<file path="src/design/ppne_pkg.sv">
// Shared types, widths and tables for the point-to-plane normal equation block.
// No dependencies; used by every module in design/.
package ppne_pkg;

  localparam int SRC_W       = 20;
  localparam int NRM_W       = 16;
  localparam int OP_W        = 25;
  localparam int PROD_W      = 2 * OP_W;
  localparam int TMP_W       = 40;
  localparam int ACC_W       = 64;
  localparam int IDX_W       = 5;
  localparam int CNT_OUT_W   = 20;
  localparam int STEP_W      = 6;
  localparam int NUM_A       = 21;
  localparam int NUM_B       = 6;
  localparam int NUM_ENT     = NUM_A + NUM_B;
  localparam int LAST_IDX    = NUM_ENT - 1;
  localparam int IN_DATA_W   = 168;
  localparam int OUT_DATA_W  = 96;
  localparam int MAX_PAIRS_DEF = 524288;

  // Step schedule of the shared multiplier
  localparam logic [STEP_W-1:0] STEP_CX0A  = 6'd0;
  localparam logic [STEP_W-1:0] STEP_CX0B  = 6'd1;
  localparam logic [STEP_W-1:0] STEP_CX1A  = 6'd2;
  localparam logic [STEP_W-1:0] STEP_CX1B  = 6'd3;
  localparam logic [STEP_W-1:0] STEP_CX2A  = 6'd4;
  localparam logic [STEP_W-1:0] STEP_CX2B  = 6'd5;
  localparam logic [STEP_W-1:0] STEP_RX    = 6'd6;
  localparam logic [STEP_W-1:0] STEP_RY    = 6'd7;
  localparam logic [STEP_W-1:0] STEP_RZ    = 6'd8;
  localparam logic [STEP_W-1:0] STEP_A0    = 6'd9;
  localparam logic [STEP_W-1:0] STEP_B0    = 6'd30;
  localparam logic [STEP_W-1:0] NUM_STEPS  = 6'd36;

  typedef struct packed {
    logic              load;
    logic              issue;
    logic [STEP_W-1:0] step;
    logic              emit_load;
    logic [IDX_W-1:0]  emit_idx;
  } ppne_cmd_t;

  // Row and column of upper-triangle entry k, row-major: {row, col}
  function automatic logic [5:0] tri_pair(input logic [IDX_W-1:0] k);
    logic [5:0] rc;
    rc = 6'o00;
    case (k)
      5'd0:  rc = 6'o00;
      5'd1:  rc = 6'o01;
      5'd2:  rc = 6'o02;
      5'd3:  rc = 6'o03;
      5'd4:  rc = 6'o04;
      5'd5:  rc = 6'o05;
      5'd6:  rc = 6'o11;
      5'd7:  rc = 6'o12;
      5'd8:  rc = 6'o13;
      5'd9:  rc = 6'o14;
      5'd10: rc = 6'o15;
      5'd11: rc = 6'o22;
      5'd12: rc = 6'o23;
      5'd13: rc = 6'o24;
      5'd14: rc = 6'o25;
      5'd15: rc = 6'o33;
      5'd16: rc = 6'o34;
      5'd17: rc = 6'o35;
      5'd18: rc = 6'o44;
      5'd19: rc = 6'o45;
      5'd20: rc = 6'o55;
      default: rc = 6'o00;
    endcase
    return rc;
  endfunction

endpackage

</file>
<file path="src/design/ppne_ctrl.sv">
// Sequencer for the normal equation block: input capture, multiply schedule, emission.
// Depends on ppne_pkg.
module ppne_ctrl (
  input  logic                clk,
  input  logic                rst,
  input  logic                s_tvalid,
  output logic                s_tready,
  input  logic                s_tlast,
  output logic                m_tvalid,
  input  logic                m_tready,
  output logic                m_tlast,
  output ppne_pkg::ppne_cmd_t cmd
);

  typedef enum logic [1:0] {IDLE, CALC, EMIT} state_t;

  state_t                       state;
  logic [ppne_pkg::STEP_W-1:0]  step;
  logic [ppne_pkg::IDX_W-1:0]   eidx;
  logic                         last_q;

  // Command decode
  always_comb begin
    cmd           = '0;
    cmd.step      = step;
    cmd.emit_idx  = eidx;
    s_tready      = (state == IDLE);
    cmd.load      = s_tready && s_tvalid;
    cmd.issue     = (state == CALC) && (step < ppne_pkg::NUM_STEPS);
    cmd.emit_load = (state == EMIT) && (eidx < ppne_pkg::IDX_W'(ppne_pkg::NUM_ENT)) &&
                    (!m_tvalid || m_tready);
  end

  // State and registered outputs
  always_ff @(posedge clk) begin
    if (rst) begin
      state    <= IDLE;
      step     <= '0;
      eidx     <= '0;
      last_q   <= 1'b0;
      m_tvalid <= 1'b0;
      m_tlast  <= 1'b0;
    end else begin
      unique case (state)
        IDLE: begin
          if (cmd.load) begin
            last_q <= s_tlast;
            step   <= '0;
            state  <= CALC;
          end
        end
        CALC: begin
          // the extra step at NUM_STEPS drains the product register
          if (step == ppne_pkg::NUM_STEPS) begin
            eidx  <= '0;
            state <= last_q ? EMIT : IDLE;
          end else begin
            step <= step + 1'b1;
          end
        end
        EMIT: begin
          if (cmd.emit_load) begin
            m_tvalid <= 1'b1;
            m_tlast  <= (eidx == ppne_pkg::IDX_W'(ppne_pkg::LAST_IDX));
            eidx     <= eidx + 1'b1;
          end else if (m_tvalid && m_tready) begin
            m_tvalid <= 1'b0;
            m_tlast  <= 1'b0;
            state    <= IDLE;
          end
        end
        default: state <= IDLE;
      endcase
    end
  end

endmodule

</file>
<file path="config.mk">
export PLATFORM = sky130hd
export DESIGN_NAME = ppne_ctrl
export DESIGN_NICKNAME = d
export VERILOG_FILES = /design/src/design/ppne_pkg.sv /design/src/design/ppne_ctrl.sv
export SDC_FILE = /design/constraint.sdc
export NUM_CORES = 1
export LEC_CHECK = 0
export ABC_AREA = 1
export BUFFER_PORTS_ARGS = -buffer_cell sky130_fd_sc_hd__buf_4
export CORE_MARGIN = 2
export CORE_UTILIZATION = 45
export DETAILED_ROUTE_END_ITERATION = 10
export GPL_ROUTABILITY_DRIVEN = 0
export PLACE_DENSITY = 0.69
export SYNTH_ARGS = -nofsm -noshare
export SYNTH_HDL_FRONTEND = slang
export SYNTH_SLANG_ARGS = --single-unit
</file>
<file path="constraint.sdc">
create_clock -name clk -period 2.5 [get_ports clk]
set_input_delay 0.125 -clock clk [delete_from_list [all_inputs] [get_ports clk]]
set_output_delay 0.125 -clock clk [all_outputs]
set_load 0.02 [all_outputs]
</file>
## Yosys cells after proc, flatten, opt, wreduce, memory -nomap -nowiden

Cells that the tools add are included.

| storage, ports and cells | value |
|---|---|
| input port bits | 5 |
| register bits after elaboration | 16 |

| cells by class | value |
|---|---|
| reductions and logical operators | 16 |
| equality and inequality tests | 10 |
| add/subtract/negate cells | 2 |
| mux-type cells | 15 |
| order comparisons | 2 |

Operator list:

| kind | count |
|---|---|
| $mux 6 | 2 |
| $pmux 6 s2 | 1 |
| $mux 2 | 5 |
| $mux 5 | 2 |
| $pmux 5 s2 | 1 |
| $add 6x1->6 const B | 1 |
| $eq 6x6->1 const B | 1 |
| $lt 6x6->1 const B | 1 |
| $ne 2x1->1 const B | 3 |
| $ne 2x2->1 const B | 3 |
| $pmux 2 s3 | 1 |
| $reduce_and 3->1 | 2 |
| $reduce_bool 2->1 | 3 |
| $add 5x1->5 const B | 1 |
| $eq 5x5->1 const B | 1 |
| $logic_and 1x1->1 | 5 |
| $lt 5x5->1 const B | 1 |
| $reduce_and 2->1 | 2 |
| $reduce_and 4->1 | 1 |
| $mux 1 | 3 |
| $eq 2x1->1 const B | 1 |
| $eq 2x2->1 const B | 1 |
| $logic_not 2->1 | 1 |
| $logic_not 1->1 | 1 |
| $logic_or 1x1->1 | 1 |

## Logic depth before layout (Yosys ltp)

Gate-level depths: netlist (run 1).

| logic depth | value |
|---|---|
| depth in word-level cells | 5 |
| depth in mapped cells | 10 |
| mapped depth without buffers | 9 |

## Least setup slack after synthesis (run 1)

Ideal clock, no wire load.

| path | value |
|---|---|
| path kind | reg-to-reg |
| start | reg step[0] in the netlist's numbering |
| end | reg step[0] in the netlist's numbering |
| data required time | 2.385 ns |
| arrival | 1.284 ns |
| path buffers | 0 |
| period minus slack after synthesis | 1.399 ns |
| library setup time | 0.115 ns |
| stages on the path, launching flop included | 9 |
| path slack | 1.101 ns |
| path through | dfxtp_1 inv_1 ha_1 nand3_2 nand2_4 nand2_4 inv_4 a21oi_1 nor2_1 |

| on the way | value |
|---|---|
| longest elaborated chain between the ends | 3 |

Ends and longest elaborated chain:

| what | line | text |
|---|---|---|
| start: declaration | ppne_ctrl.sv:18 | `logic [ppne_pkg::STEP_W-1:0] step;` |
| start signal: assignment | ppne_ctrl.sv:58 | `step <= step + 1'b1;` |
| $add 6x1->6 or $eq 6x6->1 (tied branches) | ppne_ctrl.sv:58, ppne_ctrl.sv:54 |  |
| $mux 6 or $ne 2x2->1 (tied branches) | n/a |  |
| $pmux 6 s2 or $reduce_and 3->1 (tied branches) | n/a |  |

Parallel ways exist; a longest one is shown, timed or not. The select of a mux whose other input is x is not followed.
A chain may end at the register's enable or synchronous reset.

==> impl_metrics.csv, run 1 <==
group,metric,value,unit
run_status,status,"completed",
timing,setup_viol,0,
grt,grt_pass1_vias,807,
final_layout,final-instance-count-excl-fill,192,
floorplan,row_count,16,
pwr,cellPowerDensity,483,nW/µm²
routing,routedWlPerCell,11.1,µm
critical_path,critPathArrivalTime,1.47,ns
yosys,synth-main-ff-cell,"dfxtp_1",
floorplan,die_height,50.9,µm
placed_design,dp_hpwl,1610,µm
yosys,post_synth_instance_area,991,µm²
pwr,switching_share,0.311,
timing,rsz0062_at_grt,"no",
critical_path,setup.worst_path.end_class,"output port",
critical_path,critPathMaxFanout,6,
final_layout,antennaDiodeCount,0,
cts,cts_post_setup_buffers_inserted,0,
critical_path,r2r_start,"step[0]$_SDFFE_PP0P_",
grt,grt_start_max_net_pins,11,
pwr,peakVddDrop,0.252,mV
cts,ctsHtreeMaxLevel,1,
placed_design,detailedPlace.worstSlack,1.12,ns
timing,post-route-worst-setup-slack,0.904,ns
cts,cts_root_buffer,"clkbuf_4",
floorplan,io_pins,22,
hold_path,worst_hold_path.endpoint,"step[3]$_SDFFE_PP0P_",
placed_design,dpl.cell_count,188,
job,max_cap_violations,0,
grt,gr-total-overflow,0,
cts,cts_num_sinks,16,
hold_path,hold_class,"primary input to register",
yosys,yosys-top-cells-area,"dfxtp_1, nand2_1, nand3_1",
hold_path,holdPathStages,2,
routing,detail_route.first_pass.iterations,6,
routing,ant_nets,0,
routing,vias,966,
pwr,power.internal,403,µW
cts,post_cts_sizing_count,0,
yosys,synth-seq-cells,16,
timing,worst_clock_skew,0.00249,ns
floorplan,initial_utilization,0.490,
pwr,pwr-share-clk,0.297,
pwr,seq_power_share,0.480,
cts,ctsHoldBuffers,0,
yosys,syn_avg_cell_area,6.98,µm²
routing,avgViaCountPerCell,5.03,
timing,setup_total_neg_slack,0,ns
cts,cts_tree,"done",
final_layout,layout-drive-gt1-share,0.255,
floorplan,die_x,50.9,µm
yosys,synthesis.yosys.warnings,0,
yosys,synth_top_area_cell,"dfxtp_1",
floorplan,core_area,2020,µm²
timing,post-route-period-util,0.639,
yosys,post_synth_num_cell_types,26,
final_layout,num-nets-final,175,
floorplan,die_area,2590,µm²
critical_path,setup.worst_path.class,"register to output port",
final_layout,area_growth_syn_to_layout,22.1,%
critical_path,setup.worst_path.start_class,"register",
routing,first_iter_violations,13,
cts,cts_buffers,3,
pwr,finalPower,585,µW
timing,worst_slew_margin_rel,0.803,
critical_path,crit_path_required_time,2.38,ns
critical_path,worst-r2r-setup-slack,1.10,ns
critical_path,worstRegToRegCells,8,
cts,max-clock-path-buffers,2,
pwr,net-switching-power,182,µW
timing,report.final.hold_viol_count,0,
yosys,async_reset_ff_frac,0,
yosys,synth-seq-area-share,0.323,
grt,track_usage,0.167,
placed_design,portBuffers,21,
hold_path,hold_path_startpoint,"rst",
grt,initial_antenna_violation_count,0,
timing,final_max_tran_viols,0,
routing,drcViolationCount,0,
cts,insertion_delay,0.28,ns
grt,global_route_wire_length_before_repair,3370,µm
routing,detail_route.wirelength,2140,µm
critical_path,worst_r2r_endpoint,"step[1]$_SDFFE_PP0P_",
timing,transition_time_at_the_pin_with_the_least_slew_margin,0.293,ns
yosys,syn_inst,142,
pwr,cellLeakagePower,0.000522,µW
yosys,synth_edf_count,0,
yosys,netlist.area_leader.share,0.323,
final_layout,fillers,213,
pwr,share_comb_of_total_power,0.223,
yosys,synthesis.nets,151,
timing,final_period_minus_worst_setup_slack,1.60,ns
cts,clkSlewWorstSetupHoldPaths,0.10,ns
timing,fmax,626,MHz
sequential cells by signal, summed over array words and instances, names as in the netlist:
signal and cells:
step 6, eidx 5, state 2, last_q 1
m_tlast 1, m_tvalid 1
placed cells by master, fill, tap and decap left out, types with 2 or more instances in the layout:
cell / n
a21oi_1: 12
buf_4: 21
clkbuf_4: 3
dfxtp_1: 16
ha_1: 4
inv_1: 17
nand2_1: 26
nand2_2: 2
nand2_4: 5
nand3_1: 15
nand4_1: 4
nor2_1: 18
nor2_2: 2
nor2_4: 2
o21ai_0: 5
o21ai_1: 2
logic make-up after synthesis:
logic type / count (synthesis) / synth area share
XOR/XNOR: 2 / 0.0177
flip-flops: 16 / 0.323
AND/OR/NAND/NOR: 77 / 0.408
adder cells (fa/ha/maj): 4 / 0.0505
buffers and inverters: 22 / 0.0871
AO/OA/AOI/OAI: 21 / 0.114
synthesized netlist by cell type (4+ instances only):
| cell type | n |
|---|---|
| nand2_1 | 26 |
| nor2_1 | 18 |
| inv_1 | 17 |
| dfxtp_1 | 16 |
| nand3_1 | 15 |
| a21oi_1 | 12 |
| nand2_4 | 5 |
| o21ai_0 | 5 |
| ha_1 | 4 |
| nand4_1 | 4 |
per-layer routing:
metal	share of wire	vias to the layer above	global-route usage
met4	0.013	0	0.0405
met5	0	-	0
met1	0.44	433	0.209
met3	0.050	4	0.0263
li1	-	502	-
met2	0.50	27	0.297
through the flow:
stage	hold slack, ns	util	cell area [µm²]
floorplan	0.316	-	991
global placement	0.387	0.580	1170
detailed placement	0.393	0.580	1170
global route	0.0736	0.598	1210
finish	0.0960	0.598	1210
CTS	0.0822	0.598	1210
final cells by class:
| class | instances | area, µm² | share of cell area |
|---|---|---|---|
| flip-flops and latches | 16 | 320 | 0.265 |
| inverters | 20 | 77.6 | 0.0641 |
| repair buffers | 21 | 158 | 0.130 |
| well taps | 27 | 33.8 | 0.0279 |
| multi-input cells | 104 | 584 | 0.483 |
| clock buffers | 4 | 36.3 | 0.0300 |
worst max path at each step:
stage                           from                   end  slack [ns]  cells after the start
6_report       state[0]$_SDFFE_PP0P_               cmd[12]        0.90                      5
3_3_place_gp    step[0]$_SDFFE_PP0P_  step[1]$_SDFFE_PP0P_        1.15                      8
3_5_place_dp    step[0]$_SDFFE_PP0P_  step[1]$_SDFFE_PP0P_        1.12                      8
4_1_cts        state[0]$_SDFFE_PP0P_               cmd[12]        0.90                      5
5_1_grt        state[0]$_SDFFE_PP0P_               cmd[12]        0.77                      5
2_1_floorplan   step[0]$_SDFFE_PP0P_  step[0]$_SDFFE_PP0P_        1.10                      8
critical path, stage by stage (launching register included):
cell and delay [ns]:
dfxtp_1 0.35, inv_1 0.11, nor2_4 0.21, inv_2 0.13, nor3_1 0.20, buf_4 0.17
power groups by stage:
| stage | sequential (µW) | combinational, µW | clock, µW |
|---|---|---|---|
| 2_1_floorplan | 294 | 83.0 | 0 |
| 3_3_place_gp | 286 | 130 | 0 |
| 3_5_place_dp | 287 | 131 | 0 |
| 4_1_cts | 281 | 131 | 178 |
| 5_1_grt | 284 | 143 | 188 |
| 6_report | 281 | 130 | 174 |
(Power assumes the default switching activity.)
==> run 2, diff against run 1 <==
--- a/config.mk
+++ b/config.mk
@@ -11,7 +11,7 @@
 export CORE_UTILIZATION = 45
 export DETAILED_ROUTE_END_ITERATION = 10
 export GPL_ROUTABILITY_DRIVEN = 0
-export PLACE_DENSITY = 0.69
+export PLACE_DENSITY = 0.72
 export SYNTH_ARGS = -nofsm -noshare
 export SYNTH_HDL_FRONTEND = slang
 export SYNTH_SLANG_ARGS = --single-unit
==> constraint.sdc (replaced) <==
create_clock -name clk -period 1.33 [get_ports clk]
set_input_delay 0.0665 -clock clk [delete_from_list [all_inputs] [get_ports clk]]
set_output_delay 0.0665 -clock clk [all_outputs]
set_load 0.02 [all_outputs]
==> run 2 against run 1 <==
  * Non-clock buffer count up 12
  * Die area unchanged
  * Worst hold slack worse by 0.084 ns
  * Via count up 5.7%
  * First-iteration DRC count up 77%
==> impl_metrics.csv, run 2 (synthesized netlist as in run 1, its figures left out) <==
group,metric,value,unit
run_status,status,"completed",
floorplan,io_pins,22,
timing,worst_slew_margin_rel,0.791,
cts,cts_tree,"done",
final_layout,final_util,0.686,
routing,detail_route.first_pass.iterations,4,
timing,setup_total_neg_slack,0,ns
final_layout,num-nets-final,187,
final_layout,final_cell_mix,"buf_4, nand2_1, inv_1, nor2_1, nand3_1",
final_layout,antennaDiodeCount,0,
pwr,seq_power_share,0.444,
routing,vias,1021,
grt,grt_start_max_net_pins,11,
floorplan,core_area,2020,µm²
floorplan,die_x,50.9,µm
grt,initial_antenna_violation_count,0,
pwr,net-switching-power,378,µW
floorplan,die_area,2590,µm²
critical_path,critPathArrivalTime,1.23,ns
final_layout,max_ffs_per_register,6,
pwr,share_comb_of_total_power,0.271,
routing,ant_nets,0,
placed_design,placedInstanceArea,1230,µm²
placed_design,portBuffers,21,
critical_path,crit_path_required_time,1.26,ns
final_layout,final-instance-count-excl-fill,204,
timing,report.final.hold_viol_count,0,
critical_path,setup.worst_path.class,"register to output port",
floorplan,die_height,50.9,µm
final_layout,mostFrequentLayoutCell,"buf_4",
pwr,switching_share,0.322,
placed_design,dp_hpwl,1750,µm
placed_design,dpl.cell_count,195,
routing,first_iter_violations,23,
cts,ctsHtreeMaxLevel,1,
final_layout,layout-drive-gt1-share,0.390,
final_layout,layout_top_registers,"step: 6 flops, eidx: 5 flops, state: 2 flops",
cts,cts_num_sinks,16,
critical_path,critPathMaxFanout,7,
routing,drcViolationCount,0,
critical_path,setup.worst_path.start_class,"register",
floorplan,initial_utilization,0.490,
cts,cts_buffers,3,
timing,transition_time_at_the_pin_with_the_least_slew_margin,0.310,ns
routing,routedWlPerCell,11.8,µm
final_layout,area_growth_syn_to_layout,39.9,%
job,max_cap_violations,0,
floorplan,row_count,16,
final_layout,top_register_by_number_of_flip_flops,"step",
timing,rsz0062_at_grt,"yes",
final_layout,ff_latch_area,342,µm²
cts,clkSlewWorstSetupHoldPaths,0.10,ns
placed_design,detailedPlace.worstSlack,0.0278,ns
grt,gr-total-overflow,0,
critical_path,setup.worst_path.end_class,"output port",
timing,final_period_minus_worst_setup_slack,1.29,ns
timing,post-route-worst-setup-slack,0.0366,ns
pwr,cellPowerDensity,847,nW/µm²
timing,final_max_tran_viols,0,
pwr,pwr-share-clk,0.285,
pwr,peakVddDrop,0.554,mV
cts,cts_root_buffer,"clkbuf_4",
hold_path,hold_class,"primary input to register",
timing,worst_clock_skew,0.00531,ns
cts,max-clock-path-buffers,2,
timing,fmax,773,MHz
timing,post-route-period-util,0.972,
grt,track_usage,0.195,
final_layout,fillers,181,
pwr,cellLeakagePower,0.000605,µW
cts,ctsHoldBuffers,0,
final_layout,post-route-cell-area,1390,µm²
timing,setup_viol,0,
grt,global_route_wire_length_before_repair,3930,µm
pwr,power.internal,797,µW
routing,avgViaCountPerCell,5.00,
cts,insertion_delay,0.30,ns
grt,grt_pass1_vias,939,
final_layout,multi_input_comb_area,638,µm²
routing,detail_route.wirelength,2420,µm
-- run 2: path summary, 6_finish.rpt --
check                                      startpoint               endpoint  slack [ns]  cells past startpoint
worst max-delay path            state[0]$_SDFFE_PP0P_                 cmd[5]        0.04                      6
worst min-delay path                              rst  m_tvalid$_SDFFE_PP0P_        0.01                      2
worst max register to register   step[1]$_SDFFE_PP0P_   step[5]$_SDFFE_PP0P_        0.05                      9
worst min register to register   m_tlast$_SDFFE_PP0P_   m_tlast$_SDFFE_PP0P_        0.48                      2
-- run 2: layout make-up --
cell class	instances	area share
Clock buffer	4	0.0262
Inverter	20	0.0614
Multi-Input combinational cell	104	0.460
Sequential cell	16	0.246
Tap cell	27	0.0244
Timing Repair Buffer	33	0.181
-- run 2: per-stage QoR --
step	power, µW	hold slack, ns
final	1170	0.0125
after global routing	1230	0.0199
after CTS	1140	0.0207
after detailed placement	801	0.334
after global placement	796	0.322
after floorplan	710	0.258
-- run 2: repair_timing --
item / CTS / global route
cloned: 0 / 0
endpoints found under the setup margin: 2 / 9
gates resized for setup: 11 / 16
pin swaps: 2 / 7
setup buffers: 1 / 4
-- run 2: critical path, cell delays in order (launching register included) --
cell     delay (ns)
dfxtp_4        0.37
inv_4          0.08
nand2_4        0.08
nor2_4         0.11
nand2_4        0.10
inv_1          0.06
buf_4          0.13
-- run 2: power groups by stage --
stage | Clock [µW] | Combinational [µW] | Sequential (µW)
floorplan | 0 | 156 | 554
global placement | 0 | 264 | 532
detailed placement | 0 | 268 | 533
CTS | 331 | 284 | 525
global route | 355 | 352 | 524
finish | 335 | 319 | 521
-- run 2: routing by layer --
| metal | wire length, µm | up-vias | track usage |
|---|---|---|---|
| met5 | 0 | - | 0 |
| met4 | 18 | 0 | 0.0405 |
| met3 | 100 | 2 | 0.0263 |
| met2 | 1230 | 20 | 0.348 |
| met1 | 1070 | 470 | 0.248 |
| li1 | - | 529 | - |
